===== src/hdl/pswbd_pkg.sv =====
// Shared types and constants of the per-source burst detector.
// No dependencies; every other file of the block imports this package.
`default_nettype none
package pswbd_pkg;

	localparam int SID_BITS       = 4;
	localparam int TS_BITS        = 48;
	localparam int SEV_BITS       = 2;
	localparam int WINDOW_BITS    = 32;
	localparam int COUNT_BITS     = 7;
	localparam int SRC_BITS       = 8;
	localparam int CFG_INDEX_BITS = 2;

	localparam logic [SEV_BITS-1:0] SEV_DEBUG = 2'd0;
	localparam logic [SEV_BITS-1:0] SEV_ERROR = 2'd2;

	localparam logic [CFG_INDEX_BITS-1:0] REG_WINDOW    = 2'd0;
	localparam logic [CFG_INDEX_BITS-1:0] REG_THRESHOLD = 2'd1;
	localparam logic [CFG_INDEX_BITS-1:0] REG_DROP      = 2'd2;

	localparam logic [COUNT_BITS-1:0] COUNT_SAT = 7'd127;

	typedef struct packed {
		logic [WINDOW_BITS-1:0] window_ms;
		logic [COUNT_BITS-1:0]  burst_threshold;
		logic                   discard_debug;
	} cfg_t;

	typedef struct packed {
		logic [SID_BITS-1:0] sid;
		logic [TS_BITS-1:0]  ts;
		logic [SEV_BITS-1:0] sev;
		logic                err;
		logic [SRC_BITS-1:0] src;
	} item_t;

	typedef enum logic [2:0] {
		BK_IDLE,
		BK_META,
		BK_READ,
		BK_CHECK,
		BK_DONE,
		BK_EMIT
	} back_state_t;

endpackage
`default_nettype wire


===== src/hdl/pswbd_fifo.sv =====
// Two-entry queue of classified events between front and back end.
// Depends on pswbd_pkg for the item type.
`default_nettype none
module pswbd_fifo import pswbd_pkg::*; (
	input  wire logic  clk,
	input  wire logic  arst_n,
	input  wire logic  push_valid,
	output logic       push_ready,
	input  wire item_t push_item,
	output logic       pop_valid,
	input  wire logic  pop_ready,
	output item_t      pop_item
);

	item_t      slot_q [2];
	logic       wptr_q;
	logic       rptr_q;
	logic [1:0] count_q;
	logic       push;
	logic       pop;

	assign push_ready = count_q != 2'd2;
	assign pop_valid  = count_q != 2'd0;
	assign push       = push_valid && push_ready;
	assign pop        = pop_valid && pop_ready;
	assign pop_item   = slot_q[rptr_q];

	always_ff @(posedge clk or negedge arst_n) begin
		if (!arst_n) begin
			wptr_q  <= 1'b0;
			rptr_q  <= 1'b0;
			count_q <= 2'd0;
		end else begin
			if (push) begin
				wptr_q <= ~wptr_q;
			end
			if (pop) begin
				rptr_q <= ~rptr_q;
			end
			if (push && !pop) begin
				count_q <= count_q + 2'd1;
			end else if (pop && !push) begin
				count_q <= count_q - 2'd1;
			end
		end
	end

	always_ff @(posedge clk) begin
		if (push) begin
			slot_q[wptr_q] <= push_item;
		end
	end

endmodule
`default_nettype wire


===== config.mk =====
export PLATFORM = sky130hd
export DESIGN_NAME = pswbd_fifo
export DESIGN_NICKNAME = d
export VERILOG_FILES = /design/src/hdl/pswbd_pkg.sv /design/src/hdl/pswbd_fifo.sv
export SDC_FILE = /design/constraint.sdc
export NUM_CORES = 1
export LEC_CHECK = 0
export ABC_AREA = 1
export BUFFER_PORTS_ARGS = -buffer_cell sky130_fd_sc_hd__buf_2
export CAP_MARGIN = 25
export CORE_ASPECT_RATIO = 1.5
export CORE_MARGIN = 1.5
export CORE_UTILIZATION = 47
export DETAILED_ROUTE_END_ITERATION = 10
export GPL_TIMING_DRIVEN = 0
export PLACE_DENSITY_LB_ADDON = 0.25
export SKIP_CTS_REPAIR_TIMING = 1
export SLEW_MARGIN = 20
export SYNTH_ARGS = -nofsm -noshare
export SYNTH_HDL_FRONTEND = slang
export SYNTH_SLANG_ARGS = --single-unit

===== constraint.sdc =====
create_clock -name clk -period 3.9 [get_ports clk]
set_clock_uncertainty 0.2 [all_clocks]
set_input_delay 0.585 -clock clk [delete_from_list [all_inputs] [get_ports clk]]
set_output_delay 0.585 -clock clk [all_outputs]
set_load 0.02 [all_outputs]

==> tab_implementation.tex <==
\begin{tabular}{lr}
\hline
Metric & Value \\
\hline
\multicolumn{2}{l}{\textbf{Detailed routing}} \\
\quad Metal2 WL & 4.78 mm \\
\quad Sum of routed wire segments on met1 & 3.60 mm \\
\quad Total Routed Length & 8.98 mm \\
\quad Number of remaining DRC errors & 0 \\
\quad Highest layer used for signal routing & met4 \\
\quad Total length of routed met3 wires & 448 um \\
\quad Number of nets with antenna violations after detailed routing & 0 \\
\quad Vias per cell & 4.75 \\
\quad Average wire per standard cell & 14.0 um \\
\quad Detailed-route via count & 3,047 \\
\quad First-pass detailed-route iteration total & 4 \\
\quad Violation count after the first detailed-routing iteration & 125 \\
\multicolumn{2}{l}{\textbf{Critical path}} \\
\quad First element of the critical path & rptr\_q\$\_DFFE\_PN0P\_ \\
\quad Max Fanout on Critical Path & 10 \\
\quad Critical-path cell with the highest stage delay & sky130\_fd\_sc\_hd\_\_dfrtp\_1 \\
\quad Endpoint kind of the worst setup timing path & output pin \\
\quad Critical R2R Launch & count\_q[0]\$\_DFFE\_PN0P\_ \\
\quad Kind of start point of the critical path & register \\
\quad Cell family with the largest share of critical-path delay & buffers and inverters \\
\quad Count of buffering cells on the critical path with inverters included & 3 \\
\quad Critical register-to-register path endpoint & slot\_q[0][16]\$\_DFFE\_PP\_ \\
\quad Critical path arrival & 1550 ps \\
\quad Internal reg-to-reg setup slack & 1640 ps \\
\quad Stages on worst setup path & 5 \\
\quad Cell count of the worst reg-to-reg path & 6 \\
\quad Class of the most critical setup path & reg2out \\
\quad Largest stage delay on the critical path & 390 ps \\
\quad Critical path required time & 3120 ps \\
\quad Ordered cell list for the critical path & inv\_2 -> buf\_2 -> nand2\_1 -> nand2\_1 -> buf\_2 \\
\multicolumn{2}{l}{\textbf{Timing}} \\
\quad Total of endpoints with negative setup slack in the final report & 0 \\
\quad Number of max-slew violations in the final report & 0 \\
\quad Worst hold margin & 172 ps \\
\quad Setup repair after global routing missed its margin & no \\
\quad Total negative slack & 0 ps \\
\quad Final worst path period share & 59.9\% \\
\quad Shortest clock period the worst path allows after layout & 2330 ps \\
\quad Worst relative slew slack & 53.0\% \\
\quad Maximum clock rate & 0.428 GHz \\
\quad Total count of hold-check failures in the final report & 0 \\
\quad Final WS setup & 1570 ps \\
\quad Transition time at the pin with the least slew margin & 703 ps \\
\multicolumn{2}{l}{\textbf{Cells and area}} \\
\quad Post-synthesis to final-layout area growth & 31.1\% \\
\quad Share of layout cells above drive strength 1 & 34.3\% \\
\quad Core Util, Final & 62.8\% \\
\quad Filler Cell Count & 782 \\
\quad Antenna diode instance count & 0 \\
\quad Fin nets & 580 \\
\multicolumn{2}{l}{\textbf{Logic synthesis}} \\
\quad Flop and latch count out of synthesis & 130 \\
\quad Most used DFF post-synth & sky130\_fd\_sc\_hd\_\_edfxtp\_1 \\
\quad Mean Syn Cell Area & 13.5 um\^{}2 \\
\quad Distinct cell type count after synthesis & 15 \\
\quad Cell types occupying the most area after synthesis & sky130\_fd\_sc\_hd\_\_edfxtp\_1, sky130\_fd\_sc\_hd\_\_nand2\_1, sky130\_fd\_sc\_hd\_\_dfrtp\_1 \\
\quad Number of synthesized flops with an enable pin & 126 \\
\quad Share of synthesized flip-flops with an asynchronous set or reset & 3.08\% \\
\quad Post-synth net total & 425 \\
\quad Netlist area before placement & 4830 um\^{}2 \\
\quad Synth cell count leaders & sky130\_fd\_sc\_hd\_\_nand2\_1, sky130\_fd\_sc\_hd\_\_edfxtp\_1, sky130\_fd\_sc\_hd\_\_buf\_2, sky130\_fd\_sc\_hd\_\_inv\_1, sky130\_fd\_sc\_hd\_\_clkbuf\_8 \\
\quad Gate Count Post-Synth & 357 \\
\quad Most frequent cell after synthesis & sky130\_fd\_sc\_hd\_\_nand2\_1 \\
\quad Proportion of synthesized chip area in sequential cells & 80.4\% \\
\quad Portion of synthesized cell area occupied by the leading cell type & 78.4\% \\
\quad Yosys warning count & 0 \\
\quad Dominant cell type by area after synthesis & sky130\_fd\_sc\_hd\_\_edfxtp\_1 \\
\multicolumn{2}{l}{\textbf{Floorplanning}} \\
\quad Row cnt & 45 \\
\quad Area of the placeable core & 10,100 um\^{}2 \\
\quad Initial standard-cell utilization of the core & 47.9\% \\
\quad Height of the chip & 127 um \\
\quad Die area & 10,900 um\^{}2 \\
\quad Overall die width & 85.8 um \\
\quad Boundary pin count & 132 \\
\multicolumn{2}{l}{\textbf{Global routing}} \\
\quad Global-route congestion overflow total & 0 \\
\quad Initial antenna violation count & 0 \\
\quad First-pass GRT wire length & 13.7 mm \\
\quad Pin count of the biggest net entering global routing & 26 \\
\quad Overall track demand over capacity in global routing & 16.8\% \\
\quad Number of global-route vias before repair & 3,012 \\
\multicolumn{2}{l}{\textbf{Place}} \\
\quad Count of input and output buffers & 131 \\
\quad Final estimated routing congestion in global placement & 0.683 \\
\quad Post-detailed-placement half-perimeter wirelength & 5.99 mm \\
\quad Minimum setup slack after placement & 1490 ps \\
\multicolumn{2}{l}{\textbf{Power and ir drop}} \\
\quad Cell leakage power & 2.77 nW \\
\quad Cell Pwr Density & 843 nW/um\^{}2 \\
\quad Peak VDD IR & 0.000546 V \\
\multicolumn{2}{l}{\textbf{Clock tree}} \\
\quad Buffer depth of the longest clock path & 2 \\
\quad TritonCTS clock tree & built \\
\quad Number of sinks handled by clock tree synthesis & 130 \\
\quad Number of buffers created by CTS & 17 \\
\quad Clock network latency to the later pin of the worst-skew pair & 400 ps \\
\quad Number of H-tree levels & 4 \\
\quad Clock transition at the registers of the reported paths & 50 ps \\
\quad CTS root buffer & sky130\_fd\_sc\_hd\_\_clkbuf\_16 \\
\multicolumn{2}{l}{\textbf{Min path}} \\
\quad Cells on Worst Hold Path & 1 \\
\quad Hold Path Sink & slot\_q[1][51]\$\_DFFE\_PP\_ \\
\quad Hold Startpoint & push\_item[51] \\
\quad Class of the tightest hold or removal check & in2reg \\
\multicolumn{2}{l}{\textbf{Job}} \\
\quad Max-cap check violation count & 0 \\
\multicolumn{2}{l}{\textbf{Outcome}} \\
\quad Status & complete, no violations \\
\hline
\end{tabular}
## through the flow
stage | power, mW | cell area, um^2 | cells
2_1_floorplan | 3.21 | 4830 | 357
3_3_place_gp | 3.81 | 5630 | 605
3_5_place_dp | 3.90 | 5750 | 609
4_1_cts | 5.40 | 6320 | 641
5_1_grt | 5.63 | 6330 | 642
6_report | 5.34 | 6330 | 642
## cell usage in the layout, fill, tap and decap left out, types with 2 or more instances in the layout
cell type | Yosys | routed
sky130_fd_sc_hd__buf_16 | 0 | 3
sky130_fd_sc_hd__buf_2 | 6 | 137
sky130_fd_sc_hd__bufinv_16 | 0 | 2
sky130_fd_sc_hd__clkbuf_1 | 0 | 2
sky130_fd_sc_hd__clkbuf_16 | 0 | 17
sky130_fd_sc_hd__clkbuf_8 | 5 | 5
sky130_fd_sc_hd__clkinv_2 | 0 | 2
sky130_fd_sc_hd__clkinv_4 | 0 | 4
sky130_fd_sc_hd__clkinvlp_4 | 0 | 4
sky130_fd_sc_hd__dfrtp_1 | 4 | 4
sky130_fd_sc_hd__edfxtp_1 | 126 | 126
sky130_fd_sc_hd__inv_1 | 6 | 6
sky130_fd_sc_hd__nand2_1 | 199 | 199
sky130_fd_sc_hd__nand3_1 | 2 | 2
sky130_fd_sc_hd__nor2_4 | 0 | 2
## worst max path at each step
stage	slack, ps	to
2_1_floorplan	-180	slot_q[0][0]$_DFFE_PP_
3_3_place_gp	-1620	slot_q[1][12]$_DFFE_PP_
3_5_place_dp	1490	slot_q[0][12]$_DFFE_PP_
4_1_cts	1560	pop_item[17]
5_1_grt	1470	pop_item[18]
6_report	1570	pop_item[20]
## metal layers
| metal | GRT usage, % | up-vias |
|---|---|---|
| met5 | 0 | - |
| met4 | 7.97 | 0 |
| met3 | 4.59 | 13 |
| met2 | 29.1 | 104 |
| met1 | 19.2 | 1416 |
| li1 | - | 1514 |
## where the power goes
group	total (mW)	internal [mW]	leakage (nW)	switching, mW
registers	1.99	1.91	1.22	0.0784
logic	1.86	0.602	1.28	1.25
clock network	1.49	0.938	0.267	0.554
## cell families (layout without fill, tap and decap cells)
group | after synthesis | in the layout | share of synthesized area [%]
and+or+nand+nor | 204 | 204 | 16.0
DFF | 130 | 130 | 80.4
buffers and inverters | 20 | 188 | 2.98
xor gates and xnor gates | 2 | 2 | 0.363
adders and majority gates | 1 | 1 | 0.259
## state kept, by name, summed over array words and instances (netlist names)
signal	count
count_q	2
slot_q	126
rptr_q	1
wptr_q	1
## cell type report
class | instances | area (um^2) | area share, %
buffer | 13 | 118 | 1.86
clock buffer | 19 | 433 | 6.84
clock inverter | 13 | 139 | 2.19
inverter | 7 | 26.3 | 0.415
multi-input combinational | 207 | 816 | 12.9
sequential | 130 | 3880 | 61.4
tap | 117 | 146 | 2.31
timing repair buffer | 136 | 768 | 12.1
Power figures use the tool's default switching activity.
